[config.mk]
export PLATFORM = sky130hd
export DESIGN_NAME = midi_message_assembler_core
export DESIGN_NICKNAME = d
export VERILOG_FILES = /design/src/mma_pkg.sv /design/src/mma_step.sv /design/src/midi_message_assembler_core.sv
export SDC_FILE = /design/constraint.sdc
export NUM_CORES = 1
export LEC_CHECK = 0
export BUFFER_PORTS_ARGS = -buffer_cell sky130_fd_sc_hd__buf_2
export CORE_MARGIN = 2
export CORE_UTILIZATION = 36
export DETAILED_ROUTE_END_ITERATION = 8
export SLEW_MARGIN = 20
export SYNTH_ARGS = -nofsm -noshare
export SYNTH_HDL_FRONTEND = slang
export SYNTH_SLANG_ARGS = --single-unit
export TNS_END_PERCENT = 50
[constraint.sdc]
create_clock -name clk_i -period 7.6 [get_ports clk_i]
set_clock_uncertainty 0.05 [all_clocks]
set_input_delay 0.38 -clock clk_i [delete_from_list [all_inputs] [get_ports clk_i]]
set_output_delay 0.38 -clock clk_i [all_outputs]
set_load 0.01 [all_outputs]
[src/mma_pkg.sv]
// Shared types and MIDI status codes for the MIDI message assembler.
// No dependencies; used by mma_step and midi_message_assembler_core.
`timescale 1ns / 1ps
`default_nettype none

package mma_pkg;

  // Status nibbles of the channel messages and of the system messages.
  localparam logic [3:0] NIB_NOTE_OFF     = 4'h8;
  localparam logic [3:0] NIB_NOTE_ON      = 4'h9;
  localparam logic [3:0] NIB_AFTERTOUCH   = 4'hA;
  localparam logic [3:0] NIB_CONTROL      = 4'hB;
  localparam logic [3:0] NIB_PROGRAM      = 4'hC;
  localparam logic [3:0] NIB_CHAN_PRESS   = 4'hD;
  localparam logic [3:0] NIB_PITCH_WHEEL  = 4'hE;
  localparam logic [3:0] NIB_SYSTEM       = 4'hF;

  // System status bytes.
  localparam logic [7:0] SYSEX_START      = 8'hF0;
  localparam logic [7:0] SONG_POSITION    = 8'hF2;
  localparam logic [7:0] SYSEX_END        = 8'hF7;
  localparam logic [7:0] TIMING_CLOCK     = 8'hF8;
  localparam logic [7:0] SYSTEM_RESET     = 8'hFF;

  // Highest low nibble of a system status that becomes running status.
  localparam logic [3:0] SYS_COMMON_LAST  = 4'h3;

  typedef struct packed {
    logic [7:0] running_status;
    logic       status_valid;
    logic       byte_position;
    logic [6:0] held0;
    logic [6:0] held1;
  } mma_state_t;

  typedef struct packed {
    logic [7:0] status;
    logic [6:0] first;
    logic [6:0] second;
  } mma_msg_t;

endpackage

`default_nettype wire

[src/mma_step.sv]
// Next-state and result logic of the MIDI message assembler for one byte.
// Depends on mma_pkg for the state and message types and the status codes.
`timescale 1ns / 1ps
`default_nettype none

module mma_step (
  input  var mma_pkg::mma_state_t state_i,
  input  wire logic [7:0]         midi_byte_i,
  output mma_pkg::mma_state_t     state_o,
  output logic                    res_valid_o,
  output mma_pkg::mma_msg_t       res_o
);

  logic [3:0] byte_hi;
  logic [3:0] byte_lo;
  logic [3:0] rs_hi;
  logic [6:0] data;

  assign byte_hi = midi_byte_i[7:4];
  assign byte_lo = midi_byte_i[3:0];
  assign rs_hi   = state_i.running_status[7:4];
  assign data    = midi_byte_i[6:0];

  always_comb begin
    state_o     = state_i;
    res_valid_o = 1'b0;
    res_o       = '0;

    if (midi_byte_i[7]) begin
      // Status byte. A system byte above F3 only takes over when no command is held.
      if (byte_hi != mma_pkg::NIB_SYSTEM || !state_i.status_valid) begin
        state_o.running_status = midi_byte_i;
        state_o.status_valid   = 1'b1;
      end
      state_o.held0 = '0;
      state_o.held1 = '0;

      if (byte_hi != mma_pkg::NIB_SYSTEM) begin
        state_o.byte_position = 1'b0;
      end else if (byte_lo <= mma_pkg::SYS_COMMON_LAST) begin
        state_o.running_status = midi_byte_i;
        state_o.status_valid   = 1'b1;
        state_o.byte_position  = 1'b0;
      end else if (midi_byte_i == mma_pkg::SYSEX_END) begin
        if (state_o.status_valid && state_o.running_status == mma_pkg::SYSEX_START) begin
          state_o.status_valid = 1'b0;
        end
      end else if (midi_byte_i == mma_pkg::TIMING_CLOCK) begin
        res_valid_o  = 1'b1;
        res_o.status = mma_pkg::TIMING_CLOCK;
      end else if (midi_byte_i == mma_pkg::SYSTEM_RESET) begin
        state_o.running_status = '0;
        state_o.status_valid   = 1'b0;
        state_o.byte_position  = 1'b0;
      end
    end else if (state_i.status_valid) begin
      unique case (rs_hi) inside
        mma_pkg::NIB_NOTE_OFF, mma_pkg::NIB_NOTE_ON, mma_pkg::NIB_AFTERTOUCH,
        mma_pkg::NIB_CONTROL, mma_pkg::NIB_PITCH_WHEEL: begin
          if (state_i.byte_position) begin
            state_o.held1         = data;
            state_o.byte_position = 1'b0;
            res_valid_o           = 1'b1;
            res_o.status          = state_i.running_status;
            res_o.first           = state_i.held0;
            res_o.second          = data;
          end else begin
            state_o.held0         = data;
            state_o.byte_position = 1'b1;
          end
        end
        mma_pkg::NIB_PROGRAM, mma_pkg::NIB_CHAN_PRESS: begin
          state_o.held0 = data;
          res_valid_o   = 1'b1;
          res_o.status  = state_i.running_status;
          res_o.first   = data;
          res_o.second  = state_i.held1;
        end
        mma_pkg::NIB_SYSTEM: begin
          // Song position collects its two bytes without a result.
          if (state_i.running_status == mma_pkg::SONG_POSITION) begin
            if (state_i.byte_position) begin
              state_o.held1 = data;
            end else begin
              state_o.held0 = data;
            end
            state_o.byte_position = !state_i.byte_position;
          end
        end
        default: begin
        end
      endcase
    end
  end

endmodule

`default_nettype wire

[src/midi_message_assembler_core.sv]
// Top level of the MIDI message assembler: state registers, output register
// and skid stage. Depends on mma_pkg and mma_step.
`timescale 1ns / 1ps
`default_nettype none

// Channel   Direction  Handshake                 Payload
// input     in         in_valid_i / in_stall_o   midi_byte_i (8)
// result    out        out_valid_o / out_stall_i message_status_o (8), first_data_o (7),
//                                                second_data_o (7)
//
// One byte is taken per cycle unless stalled. Its result, if any, appears on the output
// register the next cycle when that register is free or being read;
// otherwise it waits in the skid stage. The parser state updates in the
// same cycle the byte is taken, so a byte depends only on the state left by
// the one before. A two-entry output (register plus skid) lets input continue
// while a result waits; in_stall_o rises only when both are full. Reset
// clears the parser state and both output valid flags.

module midi_message_assembler_core (
  input  wire logic       clk_i,
  input  wire logic       rst_ni,
  input  wire logic       in_valid_i,
  output logic            in_stall_o,
  input  wire logic [7:0] midi_byte_i,
  output logic            out_valid_o,
  input  wire logic       out_stall_i,
  output logic [7:0]      message_status_o,
  output logic [6:0]      first_data_o,
  output logic [6:0]      second_data_o
);

  mma_pkg::mma_state_t state_q;
  mma_pkg::mma_state_t state_d;
  mma_pkg::mma_msg_t   res;
  logic                res_valid;
  mma_pkg::mma_msg_t   out_q;
  logic                out_valid_q;
  mma_pkg::mma_msg_t   skid_q;
  logic                skid_valid_q;
  logic                in_take;
  logic                out_take;
  logic                res_push;

  mma_step u_step (
    .state_i     (state_q),
    .midi_byte_i (midi_byte_i),
    .state_o     (state_d),
    .res_valid_o (res_valid),
    .res_o       (res)
  );

  assign in_stall_o = skid_valid_q;
  assign in_take    = in_valid_i && !skid_valid_q;
  assign out_take   = out_valid_q && !out_stall_i;
  assign res_push   = in_take && res_valid;

  always_ff @(posedge clk_i or negedge rst_ni) begin
    if (!rst_ni) begin
      state_q <= '0;
    end else if (in_take) begin
      state_q <= state_d;
    end
  end

  always_ff @(posedge clk_i or negedge rst_ni) begin
    if (!rst_ni) begin
      out_valid_q  <= 1'b0;
      skid_valid_q <= 1'b0;
    end else if (!out_valid_q || out_take) begin
      // The skid item goes out first; no new item is taken while it is held.
      out_valid_q  <= skid_valid_q || res_push;
      skid_valid_q <= 1'b0;
    end else if (res_push) begin
      skid_valid_q <= 1'b1;
    end
  end

  always_ff @(posedge clk_i) begin
    if (!out_valid_q || out_take) begin
      out_q <= skid_valid_q ? skid_q : res;
    end else if (res_push) begin
      skid_q <= res;
    end
  end

  assign out_valid_o      = out_valid_q;
  assign message_status_o = out_q.status;
  assign first_data_o     = out_q.first;
  assign second_data_o    = out_q.second;

endmodule

`default_nettype wire

==> run_results.csv, run 1 <==
group,metric,value,unit
power,seqPwrFrac,0.495,
global_route,grt_start_max_net_pins,45,
global_route,grt_pass1_wl,11800,um
logic_synthesis,synthDistinctLibCells,46,
flow_run,maxCapViolations,0,
outcome,status,"finished, final reports clean",
final_layout,diodes,0,
cts,cts_tree,"built",
cts,cts_made_buffers,9,
worst_setup_path,critPathKind,"reg -> reg",
logic_synthesis,yosys.area.top_type,"edfxtp_1",
die,die_area,0.00973,sq mm
logic_synthesis,avgSynthCellArea,11.6,sq um
logic_synthesis,synth_area_leaders,"edfxtp_1 (41%), dfrtp_1 (20%), nand2_1 (5.0%)",
cts,clk_pin_slew,80,ps
sta,max-slew-margin-rel,0.305,
global_route,grt-ovfl-total,0,
placed_design,routabilityCongestion,0.880,
cts,clock_sinks,70,
worst_setup_path,r2r_slack,5100,ps
die,fp-row-count,34,
power,internal_power,0.681,mW
sta,tightest_slew,1040,ps
final_layout,drive_above_1_share,0.206,
die,io_pins,36,
sta,holdWs,320,ps
worst_setup_path,worstPathCellList,"nand2b_1 -> a2111oi_2 -> nor2_1 -> a2111oi_4 -> buf_4",
worst_setup_path,cp_max_fo,22,
power,clock_power_share,0.357,
logic_synthesis,syn_nets,289,
die,start_util,0.370,
final_layout,final_area,0.00373,sq mm
drt,wirelength,6980,um
worst_setup_path,crit_required,7580,ps
placed_design,port_buffers,35,
logic_synthesis,synth_seq_cells,70,
power,p_per_area,252,mW/mm^2
sta,fin_crit_sh,0.329,
placed_design,dp_hpwl,4810,um
worst_hold_path,holdCritStartpoint,"midi_byte_i[1]",
logic_synthesis,synth_edf_count,44,
final_layout,postLayoutCoreUtil,0.428,
cts,cts_resized,0,
sta,final_max_slew_viol_count,0,
global_route,grt_pass1_vias,2260,
logic_synthesis,synth_cells,277,
power,comb_power_share,0.147,
power,ir_drop,0.0000925,V
drt,drcViolationCount,0,
power,power_leakage,1.61,nW
cts,clk_latency,350,ps
cts,holdBufCountCts,1,
logic_synthesis,yosysSeqAreaShare,0.612,
worst_setup_path,reg2regPathDepth,5,
drt,ant_nets,0,
final_layout,area_growth,15.8,%
sta,setup_viol,0,
cts,clk_path_buf_depth,2,
placed_design,dp_slack,5060,ps
die,dieHeight,98.6,um
cts,htree_levels,3,
worst_hold_path,hp-class,"in -> reg",
worst_setup_path,worstSetupStartpoint,"state_q[20]",
sta,period_needed,2500,ps
power,p_total,0.942,mW
worst_setup_path,regToRegEndpoint,"skid_q[1]",
final_layout,instances_no_fill,423,
global_route,grt_use_total,0.157,
worst_setup_path,max_stage_delay,500,ps
power,p_sw,0.261,mW
worst_setup_path,timing.rr.start,"state_q[20]",
placed_design,place_area,0.00350,sq mm
sta,rsz0062_at_grt,"no",
power,switching_share,0.277,
global_route,antenna_found_initial,0,
drt,vias_per_cell,5.37,
die,fp.dieW,98.6,um
sta,fin_tns_setup,0,ps
cts,post_cts_buffers,0,
cts,ctsRootBufferMaster,"clkbuf_8",
logic_synthesis,ys_warn_count,0,
logic_synthesis,ys_dominant_reg_cell,"edfxtp_1",
logic_synthesis,synth_top_area_share,0.410,
drt,drt-wirelength-per-cell,16.5,um
placed_design,place_inst,406,
die,coreArea,0.00872,sq mm
worst_setup_path,critPathSlowestCell,"a2111oi_2",
logic_synthesis,syn-cell-area,0.00322,sq mm
worst_setup_path,start_kind,"flop",
worst_setup_path,cp-end-kind,"flop",
drt,drt_iter0_drc,122,
final_layout,nets,322,
sta,fin_ws,5100,ps
drt,dr.pass1.iters,4,
sta,hold_violations,0,
worst_setup_path,cp.arrival,2480,ps
worst_setup_path,critPathCapture,"skid_q[1]",
sta,max_freq,400,MHz
drt,vias,2273,
logic_synthesis,async_flop_share,0.371,
## area by class of cell
| type | instances | area (sq um) |
|---|---|---|
| clock buffers | 9 | 124 |
| fillers | 827 | 4990 |
| multi-input cells | 187 | 1190 |
| flip-flops and latches | 70 | 1970 |
| well taps | 108 | 135 |
| repair buffers | 38 | 200 |
| inverters | 4 | 15.0 |
| clock inverters | 7 | 97.6 |
## cells in the mapped netlist, types with 2 or more instances
library cell / instances
a21o_1: 3
o21a_1: 2
and3b_1: 2
clkbuf_1: 13
buf_2: 2
a21oi_1: 6
a31o_2: 2
edfxtp_1: 44
a221o_1: 3
nand2_1: 43
nor3_1: 2
dfrtp_1: 26
mux2i_1: 14
nor2_1: 27
o31ai_1: 16
and2_1: 3
a22o_1: 4
nand2b_1: 9
o21ai_0: 7
inv_1: 3
nand3_1: 4
nor4_1: 2
a2111oi_2: 2
nor2b_1: 3
a22oi_1: 14
## flip-flops by register name, indices dropped and copies added, names as in the netlist
name              cells
first_data_o          7
in_stall_o            1
message_status_o      8
out_valid_o           1
second_data_o         7
skid_q               22
state_q              24
## power by group through the flow
stage	clock (mW)	combinational, mW	sequential [mW]
2_1_floorplan	0	0.0847	0.479
3_3_place_gp	0	0.138	0.474
3_5_place_dp	0	0.140	0.475
4_1_cts	0.345	0.141	0.466
5_1_grt	0.362	0.155	0.471
6_report	0.337	0.139	0.467
## how the worst min path moves through the flow
stage,endpoint,slack [ps],cells after the start
after floorplan,in_stall_o,30,0
after global placement,state_q[18],360,1
after detailed placement,state_q[18],370,1
after CTS,state_q[17],300,2
after global routing,state_q[17],320,2
final,state_q[17],320,2
## logic make-up after synthesis
kind of cell	Yosys count	synth area share
simple gates	106	0.160
flops	70	0.612
compound gates	66	0.157
buf+inv	20	0.0245
mux	15	0.0470
## layout by cell type (no fill, tap or decap), drive strengths merged, types with 3 or more instances in the layout
| master | Yosys | layout |
|---|---|---|
| a21o | 3 | 3 |
| a21oi | 6 | 6 |
| a221o | 3 | 3 |
| a22o | 4 | 4 |
| a22oi | 14 | 14 |
| and2 | 4 | 4 |
| buf | 2 | 37 |
| clkbuf | 14 | 9 |
| clkinv | 1 | 4 |
| dfrtp | 26 | 26 |
| edfxtp | 44 | 44 |
| inv | 3 | 4 |
| mux2i | 14 | 14 |
| nand2 | 44 | 44 |
| nand2b | 9 | 9 |
| nand3 | 4 | 4 |
| nor2 | 27 | 27 |
| nor2b | 3 | 3 |
| nor4 | 3 | 3 |
| o21ai | 7 | 7 |
| o31ai | 16 | 16 |
## metal layers
metal / up-vias / GRT usage / routed length [um]
met5: - / 0 / 0
met4: 0 / 0.0864 / 186
met3: 15 / 0.0390 / 333
met2: 55 / 0.226 / 3210
met1: 1112 / 0.217 / 3260
li1: 1091 / - / -
## critical path: cells and delay by family, from the launching register on
kind	cells	cell delay [ps]
DFF	1	460
buffers and inverters	1	340
AOI/OAI and AO/OA	2	870
and+or+nand+nor	2	450
Note: power is estimated with default switching activity, not from simulation.
==> run 2, diff against run 1 <==
==> constraint.sdc (replaced) <==
create_clock -name clk_i -period 2.45 [get_ports clk_i]
set_clock_uncertainty 0.05 [all_clocks]
set_input_delay 0.1225 -clock clk_i [delete_from_list [all_inputs] [get_ports clk_i]]
set_output_delay 0.1225 -clock clk_i [all_outputs]
set_load 0.01 [all_outputs]
==> run_results.csv, run 2 (synthesis gave the netlist of run 1 again) <==
group,metric,value,unit
sta,final_max_slew_viol_count,0,
die,die_area,0.00973,sq mm
sta,tightest_slew,613,ps
final_layout,largest_reg_flops,24,
global_route,use_met1,0.211,
sta,holdWs,63.8,ps
global_route,busiest_layer,"met2",
worst_setup_path,critPathKind,"reg -> reg",
die,start_util,0.370,
cts,cts_made_buffers,9,
worst_setup_path,critPathSlowestCell,"dfrtp_1",
final_layout,area_growth,18.3,%
worst_hold_path,hp-class,"in -> reg",
global_route,grt_use_total,0.155,
placed_design,dp_slack,362,ps
power,comb_power_share,0.160,
power,clock_power_share,0.346,
cts,htree_levels,3,
outcome,status,"finished, final reports clean",
global_route,grt-ovfl-total,0,
sta,hold_violations,0,
global_route,use_met3,0.0340,
drt,ant_nets,0,
worst_setup_path,cp-end-kind,"flop",
placed_design,routabilityCongestion,0.927,
worst_setup_path,worstPathCellList,"nand2b_4 -> a2111oi_4 -> nor2_4 -> a2111oi_4 -> buf_12",
cts,clk_pin_slew,70,ps
final_layout,diodes,0,
power,switching_share,0.272,
drt,drt-wirelength-per-cell,16.2,um
drt,dr.pass1.iters,5,
drt,drt_iter0_drc,165,
final_layout,drive_above_1_share,0.224,
sta,rsz0062_at_grt,"no",
final_layout,regMostFlops,"state_q",
power,internal_power,2.13,mW
worst_setup_path,crit_top_cell,"a2111oi_4",
die,fp.dieW,98.6,um
placed_design,dp_hpwl,4890,um
placed_design,place_area,0.00359,sq mm
drt,drcViolationCount,0,
worst_setup_path,cp_max_fo,22,
worst_setup_path,cp.arrival,2100,ps
die,dieHeight,98.6,um
global_route,grt_pass1_wl,11700,um
global_route,grt_pass1_vias,2251,
worst_setup_path,start_kind,"flop",
sta,fin_crit_sh,0.856,
cts,clk_path_buf_depth,2,
die,io_pins,36,
sta,max_freq,477,MHz
cts,clock_sinks,70,
global_route,antenna_found_initial,0,
power,power_leakage,1.65,nW
flow_run,maxCapViolations,0,
power,p_sw,0.794,mW
worst_setup_path,crit_required,2450,ps
cts,cts_resized,0,
final_layout,nets,329,
die,fp-row-count,34,
sta,fin_ws,353,ps
sta,fin_tns_setup,0,ps
cts,clk_latency,350,ps
placed_design,port_buffers,35,
worst_setup_path,max_stage_delay,450,ps
power,ir_drop,0.000232,V
drt,wirelength,6950,um
final_layout,final_area,0.00381,sq mm
power,p_per_area,767,mW/mm^2
sta,max-slew-margin-rel,0.586,
sta,setup_viol,0,
final_layout,postLayoutCoreUtil,0.437,
global_route,grt_start_max_net_pins,44,
drt,vias_per_cell,5.26,
final_layout,layout_commonest_cell,"edfxtp_1",
sta,period_needed,2100,ps
power,seqPwrFrac,0.494,
cts,cts_tree,"built",
drt,vias,2263,
die,coreArea,0.00872,sq mm
global_route,grt_use_met2,0.235,
cts,ctsRootBufferMaster,"clkbuf_8",
final_layout,final_cell_mix,"edfxtp_1 (44), nand2_1 (43), buf_2 (35), nor2_1 (26), dfrtp_1 (26)",
[run 2: path summary, 6_finish.rpt]
| path | slack, ps | cells after the start | start | to |
|---|---|---|---|---|
| max | 350 | 5 | state_q[20] | skid_q[6] |
| min | 60 | 3 | midi_byte_i[6] | state_q[6] |
| max reg2reg | 350 | 5 | state_q[20] | skid_q[6] |
| min reg2reg | 480 | 2 | skid_q[12] | first_data_o[5] |
| max in group asynchronous | 1670 | 2 | rst_ni | state_q[18] |
| min in group asynchronous | 270 | 2 | rst_ni | state_q[22] |
[run 2: power by group through the flow]
stage | sequential (mW) | clock [mW] | combinational [mW]
2_1_floorplan | 1.49 | 0 | 0.277
3_3_place_gp | 1.46 | 0 | 0.464
3_5_place_dp | 1.47 | 0 | 0.470
4_1_cts | 1.44 | 1.04 | 0.473
5_1_grt | 1.46 | 1.08 | 0.515
6_report | 1.44 | 1.01 | 0.469
[run 2: critical path: cells and delay by family, from the launching register on]
kind | cells | cell delay (ps)
buffers and inverters | 1 | 220
AND/OR/NAND/NOR | 2 | 300
flip-flops | 1 | 450
AO/OA/AOI/OAI | 2 | 770
[run 2: area by class of cell]
type                    count  area (sq um)
inverters                   4          15.0
fillers                   822          4910
flip-flops and latches     70          1970
clock buffers              10           128
repair buffers             45           265
well taps                 108           135
multi-input cells         187          1210
clock inverters             6          85.1
[run 2: per-stage QoR]
step | total power [mW] | cells
final | 2.92 | 430
after floorplan | 1.76 | 277
after global placement | 1.93 | 413
after detailed placement | 1.94 | 413
after global routing | 3.05 | 430
after CTS | 2.95 | 430
[run 2: per-layer routing]
layer  vias to the layer above  wire length, um  part of all wire
li1                       1115                -                 -
met1                      1065             3090              0.44
met2                        68             3290              0.47
met3                        15              401             0.058
met4                         0              167             0.024
met5                         -                0                 0
[run 2: timing repair]
action                    CTS  global route
hold buffers                1             0
hold endpoints to repair   26             0
setup buffers               0             0
==> run 3, diff against run 2 <==
--- a/config.mk
+++ b/config.mk
@@ -6,6 +6,7 @@
 export NUM_CORES = 1
 export LEC_CHECK = 0
 export BUFFER_PORTS_ARGS = -buffer_cell sky130_fd_sc_hd__buf_2
+export CORE_ASPECT_RATIO = 2
 export CORE_MARGIN = 2
 export CORE_UTILIZATION = 36
 export DETAILED_ROUTE_END_ITERATION = 8
==> run_results.csv, run 3 (synthesis gave the netlist of run 1 again) <==
group,metric,value,unit
outcome,status,"finished, final reports clean",
die,io_pins,36,
power,power_leakage,1.69,nW
cts,holdBufCountCts,1,
power,ir_drop,0.000349,V
power,comb_power_share,0.147,
worst_setup_path,cp.arrival,2060,ps
die,dieHeight,138,um
global_route,grt_use_total,0.152,
flow_run,maxCapViolations,0,
worst_setup_path,crit_required,2430,ps
drt,ant_nets,0,
cts,cts_resized,0,
final_layout,diodes,0,
cts,cts_made_buffers,9,
sta,max-slew-margin-rel,0.579,
power,p_sw,0.837,mW
drt,vias,2275,
power,clock_power_share,0.399,
cts,clk_pin_slew,60,ps
die,coreArea,0.00865,sq mm
sta,tightest_slew,630,ps
placed_design,port_buffers,35,
final_layout,final_cell_mix,"edfxtp_1 (44), nand2_1 (43), buf_2 (35), nor2_1 (26), dfrtp_1 (26)",
final_layout,nets,329,
sta,fin_ws,369,ps
drt,dr.pass1.iters,4,
worst_setup_path,critPathKind,"reg -> reg",
cts,post_cts_buffers,0,
worst_hold_path,holdPathStages,3,
cts,clock_sinks,70,
worst_setup_path,reg2regPathDepth,5,
final_layout,largest_reg_flops,24,
die,die_area,0.00977,sq mm
power,p_total,3.18,mW
placed_design,routabilityCongestion,0.868,
sta,period_needed,2080,ps
drt,drcViolationCount,0,
placed_design,dp_slack,371,ps
power,internal_power,2.35,mW
global_route,grt_pass1_wl,11100,um
sta,fin_tns_setup,0,ps
power,seqPwrFrac,0.454,
power,switching_share,0.263,
worst_setup_path,cp-end-kind,"flop",
worst_setup_path,start_kind,"flop",
final_layout,area_growth,20.6,%
die,start_util,0.373,
cts,htree_levels,3,
power,p_per_area,819,mW/mm^2
drt,drt-wirelength-per-cell,16.6,um
drt,vias_per_cell,5.39,
sta,holdWs,89.0,ps
placed_design,place_inst,405,
sta,final_max_slew_viol_count,0,
die,fp.dieW,70.9,um
cts,clk_latency,320,ps
global_route,grt_pass1_vias,2216,
final_layout,regMostFlops,"state_q",
sta,max_freq,481,MHz
cts,clk_path_buf_depth,2,
die,fp-row-count,48,
global_route,grt_start_max_net_pins,32,
placed_design,dp_hpwl,5180,um
cts,ctsRootBufferMaster,"clkbuf_16",
final_layout,instances_no_fill,422,
global_route,antenna_found_initial,0,
sta,hold_violations,0,
sta,rsz0062_at_grt,"no",
final_layout,layout_commonest_cell,"edfxtp_1",
cts,cts_tree,"built",
global_route,grt-ovfl-total,0,
worst_hold_path,hp-class,"in -> reg",
worst_setup_path,cp_max_fo,22,
sta,setup_viol,0,
drt,wirelength,7000,um
sta,fin_crit_sh,0.849,
drt,drt_iter0_drc,141,
final_layout,drive_above_1_share,0.227,
[run 3: worst paths after layout]
check | startpoint | to | slack, ps
worst min register to register | skid_q[13] | first_data_o[6] | 470
worst min-delay path | midi_byte_i[5] | state_q[5] | 90
worst max-delay path | state_q[20] | skid_q[10] | 370
min in group asynchronous | rst_ni | state_q[20] | 280
max in group asynchronous | rst_ni | state_q[7] | 1660
worst max register to register | state_q[20] | skid_q[10] | 370
[run 3: critical path, stage by stage, from the launching register on]
cell and delay, ps:
dfrtp_1 450, nand2b_4 180, a2111oi_4 400, nor2_4 120, a2111oi_4 360, buf_12 220
[run 3: through the flow]
stage | instance area, sq um | utilization
after detailed placement | 3580 | 0.414
after global placement | 3580 | 0.414
after global routing | 3890 | 0.450
after CTS | 3890 | 0.450
after floorplan | 3260 | -
final | 3890 | 0.450
[run 3: power groups by stage]
stage / clock network [mW] / logic, mW / registers (mW)
4_1_cts: 1.30 / 0.473 / 1.45
2_1_floorplan: 0 / 0.277 / 1.49
3_5_place_dp: 0 / 0.471 / 1.47
5_1_grt: 1.35 / 0.513 / 1.46
3_3_place_gp: 0 / 0.465 / 1.46
6_report: 1.27 / 0.467 / 1.45
[run 3: cell type report]
class	count	area [sq um]
Clock inverter	7	72.6
Fill cell	841	4760
Timing Repair Buffer	45	265
Tap cell	100	125
Multi-Input combinational cell	187	1210
Clock buffer	9	225
Inverter	4	15.0
Sequential cell	70	1970
[run 3: layer usage]
| metal | track usage | wire [um] |
|---|---|---|
| met1 | 0.162 | 2610 |
| met2 | 0.265 | 3840 |
| met3 | 0.0241 | 223 |
| met4 | 0.111 | 318 |
| met5 | 0 | 0 |
